### src/sv/midirs_pkg.sv
// types, codes and the status length decode for the midi running status parser
// depends on nothing; imported by midirs_decode and midi_running_status_parser
package midirs_pkg;

  // kind of input transaction
  typedef enum logic {
    OP_BYTE  = 1'b0,
    OP_CLEAR = 1'b1
  } midirs_op_e;

  localparam logic [7:0] PAD_EMPTY      = 8'hFD;
  localparam logic [7:0] PAD_END        = 8'hFF;
  localparam logic [7:0] REALTIME_BASE  = 8'hF8;
  localparam logic [7:0] SYSCOMMON_BASE = 8'hF0;
  localparam logic [7:0] SC_MTC         = 8'hF1;
  localparam logic [7:0] SC_SONGPOS     = 8'hF2;
  localparam logic [7:0] SC_SONGSEL     = 8'hF3;
  localparam logic [3:0] CV_PROGRAM     = 4'hC;
  localparam logic [3:0] CV_PRESSURE    = 4'hD;

  localparam logic [1:0] LEN_ONE   = 2'd1;
  localparam logic [1:0] LEN_TWO   = 2'd2;
  localparam logic [1:0] LEN_THREE = 2'd3;

  // parser state; data_count only ever counts the one held byte
  typedef struct packed {
    logic [7:0] running_status;
    logic [6:0] held_data;
    logic       data_count;
    logic [1:0] bytes_needed;
  } midirs_state_t;

  // result event, status byte in the lowest bits
  typedef struct packed {
    logic [1:0] event_length;
    logic [6:0] second_data;
    logic [6:0] first_data;
    logic [7:0] status_byte;
  } midirs_event_t;

  // data bytes that follow a status byte
  function automatic logic [1:0] data_len_of(input logic [7:0] s);
    logic [1:0] n;
    if (s >= REALTIME_BASE) begin
      n = 2'd0;
    end else if (s >= SYSCOMMON_BASE) begin
      if (s == SC_MTC || s == SC_SONGSEL) n = 2'd1;
      else if (s == SC_SONGPOS) n = 2'd2;
      else n = 2'd0;
    end else if (s[7:4] == CV_PROGRAM || s[7:4] == CV_PRESSURE) begin
      n = 2'd1;
    end else begin
      n = 2'd2;
    end
    return n;
  endfunction

endpackage

### src/sv/midi_running_status_parser.sv
// top level of the midi running status parser: input register, decode, result register
// depends on midirs_pkg and midirs_decode
//
//  channel  | direction | tdata                                   | tuser
//  s_axis   | in        | [7:0] byte_value                        | [0] op
//  m_axis   | out       | [7:0] status_byte [14:8] first_data     | -
//           |           | [21:15] second_data [23:22] event_length|
//
// one byte per cycle sustained while m_axis does not stall; an accepted transaction lands
// in the input register first and is then registered into the result register
// the decode between them is a few compares on the byte and the parser state
// rst_ni clears the parser state and both valid flags; payload registers keep junk
// a stall on m_axis holds the result and lets one more byte sit in the input register
// bytes that give no event (padding, data of a partial event, clear) retire
// without using an output slot
module midi_running_status_parser
  import midirs_pkg::*;
(
  input  logic        clk_i,
  input  logic        rst_ni,
  input  logic        s_axis_tvalid,
  output logic        s_axis_tready,
  input  logic [7:0]  s_axis_tdata,   // [7:0] byte_value
  input  logic        s_axis_tuser,   // [0] op
  output logic        m_axis_tvalid,
  input  logic        m_axis_tready,
  output logic [23:0] m_axis_tdata    // status_byte, first_data, second_data, event_length
);

  // input register
  logic          in_vld_q;
  midirs_op_e    in_op_q;
  logic [7:0]    in_byte_q;

  // parser state and result register
  midirs_state_t state_q, state_d;
  logic          out_vld_q;
  midirs_event_t out_q, event_d;
  logic          emit_d;

  logic          advance;

  // result slot free or being drained this cycle
  assign advance       = !out_vld_q || m_axis_tready;
  assign s_axis_tready = !in_vld_q || advance;

  midirs_decode u_decode (
    .op_i    (in_op_q),
    .byte_i  (in_byte_q),
    .state_i (state_q),
    .state_o (state_d),
    .emit_o  (emit_d),
    .event_o (event_d)
  );

  always_ff @(posedge clk_i or negedge rst_ni) begin
    if (!rst_ni) begin
      in_vld_q <= 1'b0;
    end else if (s_axis_tready) begin
      in_vld_q <= s_axis_tvalid;
    end
  end

  always_ff @(posedge clk_i) begin
    if (s_axis_tready && s_axis_tvalid) begin
      in_op_q   <= midirs_op_e'(s_axis_tuser);
      in_byte_q <= s_axis_tdata;
    end
  end

  // state moves only when the held byte is decoded
  always_ff @(posedge clk_i or negedge rst_ni) begin
    if (!rst_ni) begin
      state_q   <= '0;
      out_vld_q <= 1'b0;
    end else if (advance) begin
      out_vld_q <= in_vld_q && emit_d;
      if (in_vld_q) state_q <= state_d;
    end
  end

  always_ff @(posedge clk_i) begin
    if (advance && in_vld_q && emit_d) out_q <= event_d;
  end

  assign m_axis_tvalid = out_vld_q;
  assign m_axis_tdata  = out_q;

  // running status only ever holds a status byte
  a_status_msb: assert property (@(posedge clk_i) disable iff (!rst_ni)
    state_q.running_status != '0 |-> state_q.running_status[7])
    else $error("running status without status bit");

  // a held data byte only exists for a three byte event
  a_held_three: assert property (@(posedge clk_i) disable iff (!rst_ni)
    state_q.data_count |-> state_q.bytes_needed == 2'd2 && state_q.running_status != '0)
    else $error("held data byte without a pending three byte event");

  // every emitted event is well formed
  a_event_form: assert property (@(posedge clk_i) disable iff (!rst_ni)
    out_vld_q |-> out_q.status_byte[7] && out_q.event_length != 2'd0)
    else $error("malformed event in result register");

  // a clear decoded leaves no active status and no event
  a_clear: assert property (@(posedge clk_i) disable iff (!rst_ni)
    advance && in_vld_q && in_op_q == OP_CLEAR |=>
      state_q.running_status == '0 && !out_vld_q)
    else $error("clear did not reset the parser");

endmodule

### src/sv/midirs_decode.sv
// combinational byte decode: next parser state and the event it completes
// depends on midirs_pkg
module midirs_decode
  import midirs_pkg::*;
(
  input  midirs_op_e    op_i,
  input  logic [7:0]    byte_i,
  input  midirs_state_t state_i,
  output midirs_state_t state_o,
  output logic          emit_o,
  output midirs_event_t event_o
);

  always_comb begin
    state_o = state_i;
    emit_o  = 1'b0;
    event_o = '0;

    if (op_i == OP_CLEAR) begin
      state_o.running_status = '0;
      state_o.data_count     = 1'b0;
      state_o.bytes_needed   = '0;
    end else if (byte_i == PAD_EMPTY || byte_i == PAD_END) begin
      // padding, dropped
    end else if (byte_i >= REALTIME_BASE) begin
      emit_o               = 1'b1;
      event_o.status_byte  = byte_i;
      event_o.event_length = LEN_ONE;
    end else if (byte_i[7]) begin
      state_o.running_status = byte_i;
      state_o.data_count     = 1'b0;
      state_o.bytes_needed   = data_len_of(byte_i);
      if (data_len_of(byte_i) == 2'd0) begin
        emit_o               = 1'b1;
        event_o.status_byte  = byte_i;
        event_o.event_length = LEN_ONE;
        if (byte_i >= SYSCOMMON_BASE) state_o.running_status = '0;
      end
    end else if (state_i.running_status != '0) begin
      event_o.status_byte = state_i.running_status;
      if (state_i.bytes_needed == 2'd0) begin
        emit_o               = 1'b1;
        event_o.event_length = LEN_ONE;
      end else if (state_i.bytes_needed == 2'd1) begin
        emit_o               = 1'b1;
        event_o.first_data   = byte_i[6:0];
        event_o.event_length = LEN_TWO;
      end else if (!state_i.data_count) begin
        state_o.held_data  = byte_i[6:0];
        state_o.data_count = 1'b1;
      end else begin
        emit_o               = 1'b1;
        event_o.first_data   = state_i.held_data;
        event_o.second_data  = byte_i[6:0];
        event_o.event_length = LEN_THREE;
      end
      if (emit_o) begin
        state_o.data_count = 1'b0;
        if (state_i.running_status >= SYSCOMMON_BASE) state_o.running_status = '0;
      end
    end
  end

endmodule
### config.mk
export PLATFORM = sky130hd
export DESIGN_NAME = midi_running_status_parser
export DESIGN_NICKNAME = d
export VERILOG_FILES = /design/src/sv/midirs_pkg.sv /design/src/sv/midi_running_status_parser.sv /design/src/sv/midirs_decode.sv
export SDC_FILE = /design/constraint.sdc
export NUM_CORES = 1
export LEC_CHECK = 0
export ABC_CLOCK_PERIOD_IN_PS = 3230
export BUFFER_PORTS_ARGS = -buffer_cell sky130_fd_sc_hd__buf_2
export CAP_MARGIN = 15
export CORE_MARGIN = 2
export CORE_UTILIZATION = 51
export DETAILED_ROUTE_END_ITERATION = 7
export HOLD_SLACK_MARGIN = 0.03
export PLACE_DENSITY = 0.83
export SLEW_MARGIN = 20
export SYNTH_ARGS = -nofsm -noshare
export SYNTH_HDL_FRONTEND = slang
export SYNTH_HIERARCHICAL = 1
export SYNTH_SLANG_ARGS = --single-unit
export TNS_END_PERCENT = 50
### constraint.sdc
create_clock -name clk_i -period 3.23 [get_ports clk_i]
set_clock_uncertainty 0.2 [all_clocks]
set_input_delay 0.646 -clock clk_i [delete_from_list [all_inputs] [get_ports clk_i]]
set_output_delay 0.646 -clock clk_i [all_outputs]
set_load 0.005 [all_outputs]
* Word level (Yosys, flattened, before mapping)
Index checks and enable logic that the tools add are counted.
** Word-level totals
- Register bits :: 53
- Input bits :: 13
- Output and inout port bits :: 26
** Operators by class
- $lt $le $gt $ge :: 3
- Eq/ne operators :: 12
- Muxes and demuxes :: 51
- Bitwise gates (word level) :: 8
- Reductions and logical operators :: 26
** Operators with widths (number)
- two-way mux 8 bit :: 12
- equality test 8 bit (second input constant) :: 5
- two-way mux 18 bit :: 2
- two-way mux 16 bit :: 2
- >= comparator 8 bit (second input constant) :: 3
- two-way mux 24 bit :: 1
- two-way mux 2 bit :: 11
- two-way mux 7 bit :: 3
- two-way mux 1 bit :: 18
- two-way mux 14 bit :: 1
- AND reduction 7 bit :: 2
- AND reduction 10 bit :: 1
- nonzero test 3 bit :: 3
- equality test 4 bit (second input constant) :: 2
- inequality test 4 bit (second input constant) :: 2
- NOT 1 bit :: 8
- nonzero test 8 bit :: 1
- OR reduction 8 bit :: 1
- OR reduction 6 bit :: 1
- logical OR 1 bit :: 5
- AND reduction 5 bit :: 1
- logical AND 1 bit :: 4
- zero test 2 bit :: 2
- inequality test 2 bit (second input constant) :: 2
- 6 further kinds :: 7

* Depth between registers and ports, before layout
- Depth in word-level cells :: 15
- Gate-level depth with buffers :: 7
- Depth with buffers taken out :: 6

* Cells and area by module
The synthesis kept the hierarchy.
** Modules (own cells, without submodules)
- midi_running_status_parser :: times used 1, cells each 81, area each 1813.0 um2, sequential area each 1491.4 um2
- midirs_decode :: times used 1, cells each 117, area each 753.2 um2, sequential area each 0.0 um2

* Worst setup path after synthesis
Ideal clock, no wire load.
- Path type :: register to register
- From :: reg in_byte_q[5]
- To :: reg out_q (netlist bit m_axis_tdata[0]) (enable)
- Library setup time :: 0.405 ns
- Arrival time :: 2.234 ns
- Path slack :: 0.391 ns
- Cell stages (with the launch flop) :: 8
- Path buffers :: 1
- Period minus slack after synthesis :: 2.839 ns
- Cell sequence :: edfxtp_1 > clkbuf_1 > and3_1 > nand3_1 > o21ai_2 > a21oi_1 > nand2_1 > nor2_1
** On the way
- Cells in the longest elaborated chain, start to end :: 15
- Elaborated cells between the ends (all ways) :: 27
- Classes of those cells :: order compare: 2; eq/ne: 7; mux: 13; reduce/logical: 5
** Ends and longest elaborated chain
- start: declaration :: line midi_running_status_parser.sv:33 : logic [7:0] in_byte_q;
- start signal: assignment :: line midi_running_status_parser.sv:67 : in_byte_q <= s_axis_tdata;
- parallel branches: the longest is 12 deep, another holds >= comparator 8 bit
- two-way mux 1 bit * :: line midirs_decode.sv:23 : end else if (byte_i == PAD_EMPTY || byte_i == PAD_END) begin
- two-way mux 1 bit * :: line midirs_decode.sv:19 : if (op_i == OP_CLEAR) begin
- named net emit_d :: line midi_running_status_parser.sv:39 : logic emit_d;
- logical AND 1 bit * :: line midi_running_status_parser.sv:83 : if (advance && in_vld_q && emit_d) out_q <= event_d;
- end signal: assignment :: line midi_running_status_parser.sv:83
- end: declaration :: line midi_running_status_parser.sv:38 : midirs_event_t out_q, event_d;
Mark *: on every way through the listed nets, which the timed path passes. The select of a mux whose other input is x is not followed.
A chain may end at the register's enable or synchronous reset.

* Worst setup path in the final report
- From :: reg in_op_q
- To :: reg state_q[7] (netlist name)
** On the way
- Cells in the longest elaborated chain, start to end :: 2
** Ends and longest elaborated chain
- start: declaration :: line midi_running_status_parser.sv:32 : midirs_op_e in_op_q;
- start signal: assignment :: line midi_running_status_parser.sv:66 : in_op_q <= midirs_op_e'(s_axis_tuser);
- NOT 1 bit (no source line)
- AND reduction 10 bit (no source line)
- end signal: assignment :: line midi_running_status_parser.sv:78 : if (in_vld_q) state_q <= state_d;
- end: declaration :: line midi_running_status_parser.sv:36 : midirs_state_t state_q, state_d;
Every way passes these cells.

==> impl_metrics.env <==
export IMPL_grt_ovfl_total=0
export IMPL_drive_gt1_share_pct=34.2
export IMPL_hp_class="in -> async"
export IMPL_via_per_inst=5.53
export IMPL_ant_nets=0
export IMPL_grt_max_degree=25
export IMPL_hold_viol_final=0
export IMPL_synth_nets=211
export IMPL_start_util_pct=53.6
export IMPL_placed_cells=296
export IMPL_layoutNonFillerInstCount=304
export IMPL_crit_fanout=12
export IMPL_yosys_area_share_xor_xnor_pct=0
export IMPL_ys_seq_area_share_pct=58.1
export IMPL_status="finished, final reports clean"
export IMPL_yosysMostFrequentCell="edfxtp_1"
export IMPL_synthAdderAreaFrac_pct=0
export IMPL_post_cts_buffers=0
export IMPL_cts_tree="built"
export IMPL_switching_share_pct=26.1
export IMPL_synth_top_area_share_pct=38.6
export IMPL_ys_seq_elements=53
export IMPL_clock_sinks=53
export IMPL_synth_top_area_cell="edfxtp_1"
export IMPL_pwr_share_clk_pct=22.1
export IMPL_combPwrFrac_pct=21.1
export IMPL_htreeDepth=2
export IMPL_slew_limit_headroom_pct=38.4
export IMPL_root_buffer="clkbuf_8"
export IMPL_tightest_slew_ns=0.922
export IMPL_hold_buffers=0
export IMPL_required_ns=3.22
export IMPL_grt_usage_pct=19.1
export IMPL_synth_cells=198
export IMPL_yosys_most_used_dff="edfxtp_1"
export IMPL_antenna_found_initial=0
export IMPL_wl_mm=4.74
export IMPL_arrival_ns=2.69
export IMPL_max_freq_ghz=0.370
export IMPL_synth_top_family_by_area="simple AND/OR/NAND/NOR gates"
export IMPL_rsz0062_at_grt="no"
export IMPL_power_density_nw_per_um2=551
export IMPL_synth_async_reset_ratio_pct=37.7
export IMPL_die_h_um=74.9
export IMPL_core_area_um2=4790
export IMPL_die_x_um=74.9
export IMPL_drt_iter0_drc=122
export IMPL_path_clk_slew_ns=0.09
export IMPL_placementRows=25
export IMPL_clk_latency_ns=0.30
export IMPL_io_buffers=38
export IMPL_crit_path_end_kind="register"
export IMPL_layout_nets=249
export IMPL_remaining_drc_errors=0
export IMPL_path_class="reg -> reg"
export IMPL_switching_power_uw=415
export IMPL_diodes=0
export IMPL_drv_slew=0
export IMPL_routedWlPerCell_um=15.6
export IMPL_fin_tns_setup_ns=0
export IMPL_dr_pass1_iters=4
export IMPL_syn_cell_area_um2=2570
export IMPL_vias=1681
export IMPL_synth_common_cells="edfxtp_1, nor2_1, dfrtp_1, mux2_4, a21oi_1"
export IMPL_seqPwrFrac_pct=56.8
export IMPL_p_total_uw=1590
export IMPL_intPower_uw=1170
export IMPL_grt_pass1_vias=1515
export IMPL_synth_area_mux_share_pct=13.5
export IMPL_yosysWarnings=6
export IMPL_gp_congestion=0.869
export IMPL_synth_edf_count=33
export IMPL_drv_cap=0
export IMPL_clk_path_buf_depth=2
export IMPL_synth_simple_area_share_pct=14.1
export IMPL_syn_mean_instance_area_um2=13.0
export IMPL_cts_resized=0
export IMPL_start_kind="register"
export IMPL_grt_pass1_wl_mm=7.73
export IMPL_synth_compound_area_share_pct=11.4
export IMPL_synth_area_leaders="edfxtp_1, dfrtp_1, mux2_4"
export IMPL_setup_viol=0
export IMPL_min_period_over_period_pct=83.6
export IMPL_fillers=396
export IMPL_placed_area_um2=2800
export IMPL_power_leakage_uw=0.00120
export IMPL_stdcell_area_um2=2880
export IMPL_min_period_ns=2.70
export IMPL_vdd_ir_drop_worst_mv=0.313
export IMPL_ys_types=44
export IMPL_ios=39
export IMPL_design_die_area_um2=5620
export IMPL_cts_buffers=5
export IMPL_syn_to_final_growth_pct=12.4
export IMPL_place_hpwl_mm=3.18
-- sequential cells by signal, indices dropped and copies added, names as in the netlist --
register / flops
in_byte_q: 8
state_q: 18
m_axis_tvalid: 1
m_axis_tdata: 24
in_vld_q: 1
in_op_q: 1
-- cells by family after synthesis --
kind of cell / Yosys count
buf+inv: 13
mux: 25
flops: 53
compound gates: 41
simple gates: 66
-- power groups by stage --
stage / logic (uW) / clock network (uW) / registers, uW
floorplan: 287 / 0 / 887
global placement: 328 / 0 / 910
detailed placement: 337 / 0 / 913
CTS: 336 / 362 / 900
global route: 365 / 390 / 917
finish: 335 / 351 / 904
-- cell usage in the layout (no fill, tap or decap), types with 2 or more instances in the layout --
cell type  Yosys  final
buf_2          2     38
edfxtp_1      33     33
nor2_1        22     21
dfrtp_1       20     20
mux2_4        17     17
a21oi_1       11     11
and2_1        10     10
nand2_1        8      8
mux2_2         8      8
nand2b_1       6      6
nor2b_1        6      6
a22oi_1        6      6
clkbuf_8       0      5
a22o_1         4      4
buf_4          0      3
inv_1          3      3
o21ai_0        3      3
clkinv_2       0      2
or4_1          2      2
o21ai_2        2      2
nand3_1        2      2
o21ai_1        2      2
a32o_1         2      2
-- through the flow --
step	setup WS [ns]	util, %	hold slack [ns]
2_1_floorplan	0.391	-	0.150
3_3_place_gp	0.652	58.5	0.318
3_5_place_dp	0.589	58.5	0.326
4_1_cts	0.584	60.3	0.0935
5_1_grt	0.456	60.3	0.112
6_report	0.529	60.3	0.0889
-- worst max-delay path, cell delays in order (launching register included) --
cell      delay (ns)
edfxtp_1        0.51
nor2_1          0.28
o21ai_2         0.22
nor2b_1         0.76
mux2_4          0.35
mux2_4          0.26
-- per-layer routing --
metal	up-vias	part of all wire [%]	GRT usage (%)
met3	4	4.6	5.22
met4	0	1.2	7.14
met5	-	0	0
li1	802	-	-
met2	45	47	28.5
met1	830	47	26.9
-- worst paths after layout --
| kind | start | endpoint | slack, ns | cells past startpoint |
|---|---|---|---|---|
| setup / recovery | in_op_q | state_q[7] | 0.53 | 5 |
| min in group clk_i | s_axis_tdata[6] | in_byte_q[6] | 0.31 | 1 |
| max in group asynchronous | rst_ni | state_q[14] | 2.41 | 1 |
| hold / removal | rst_ni | state_q[3] | 0.09 | 1 |
| setup reg to reg | in_op_q | state_q[7] | 0.53 | 5 |
| hold reg to reg | state_q[0] | state_q[0] | 0.34 | 1 |
-- area by class of cell --
class	count	area (um2)	area share [%]
Tap cell	67	83.8	2.91
Multi-Input combinational cell	132	1000	34.8
Clock inverter	2	10.0	0.347
Timing Repair Buffer	41	213	7.38
Inverter	3	11.3	0.390
Clock buffer	6	72.6	2.52
Sequential cell	53	1490	51.7
Power figures use the tool's default switching activity.
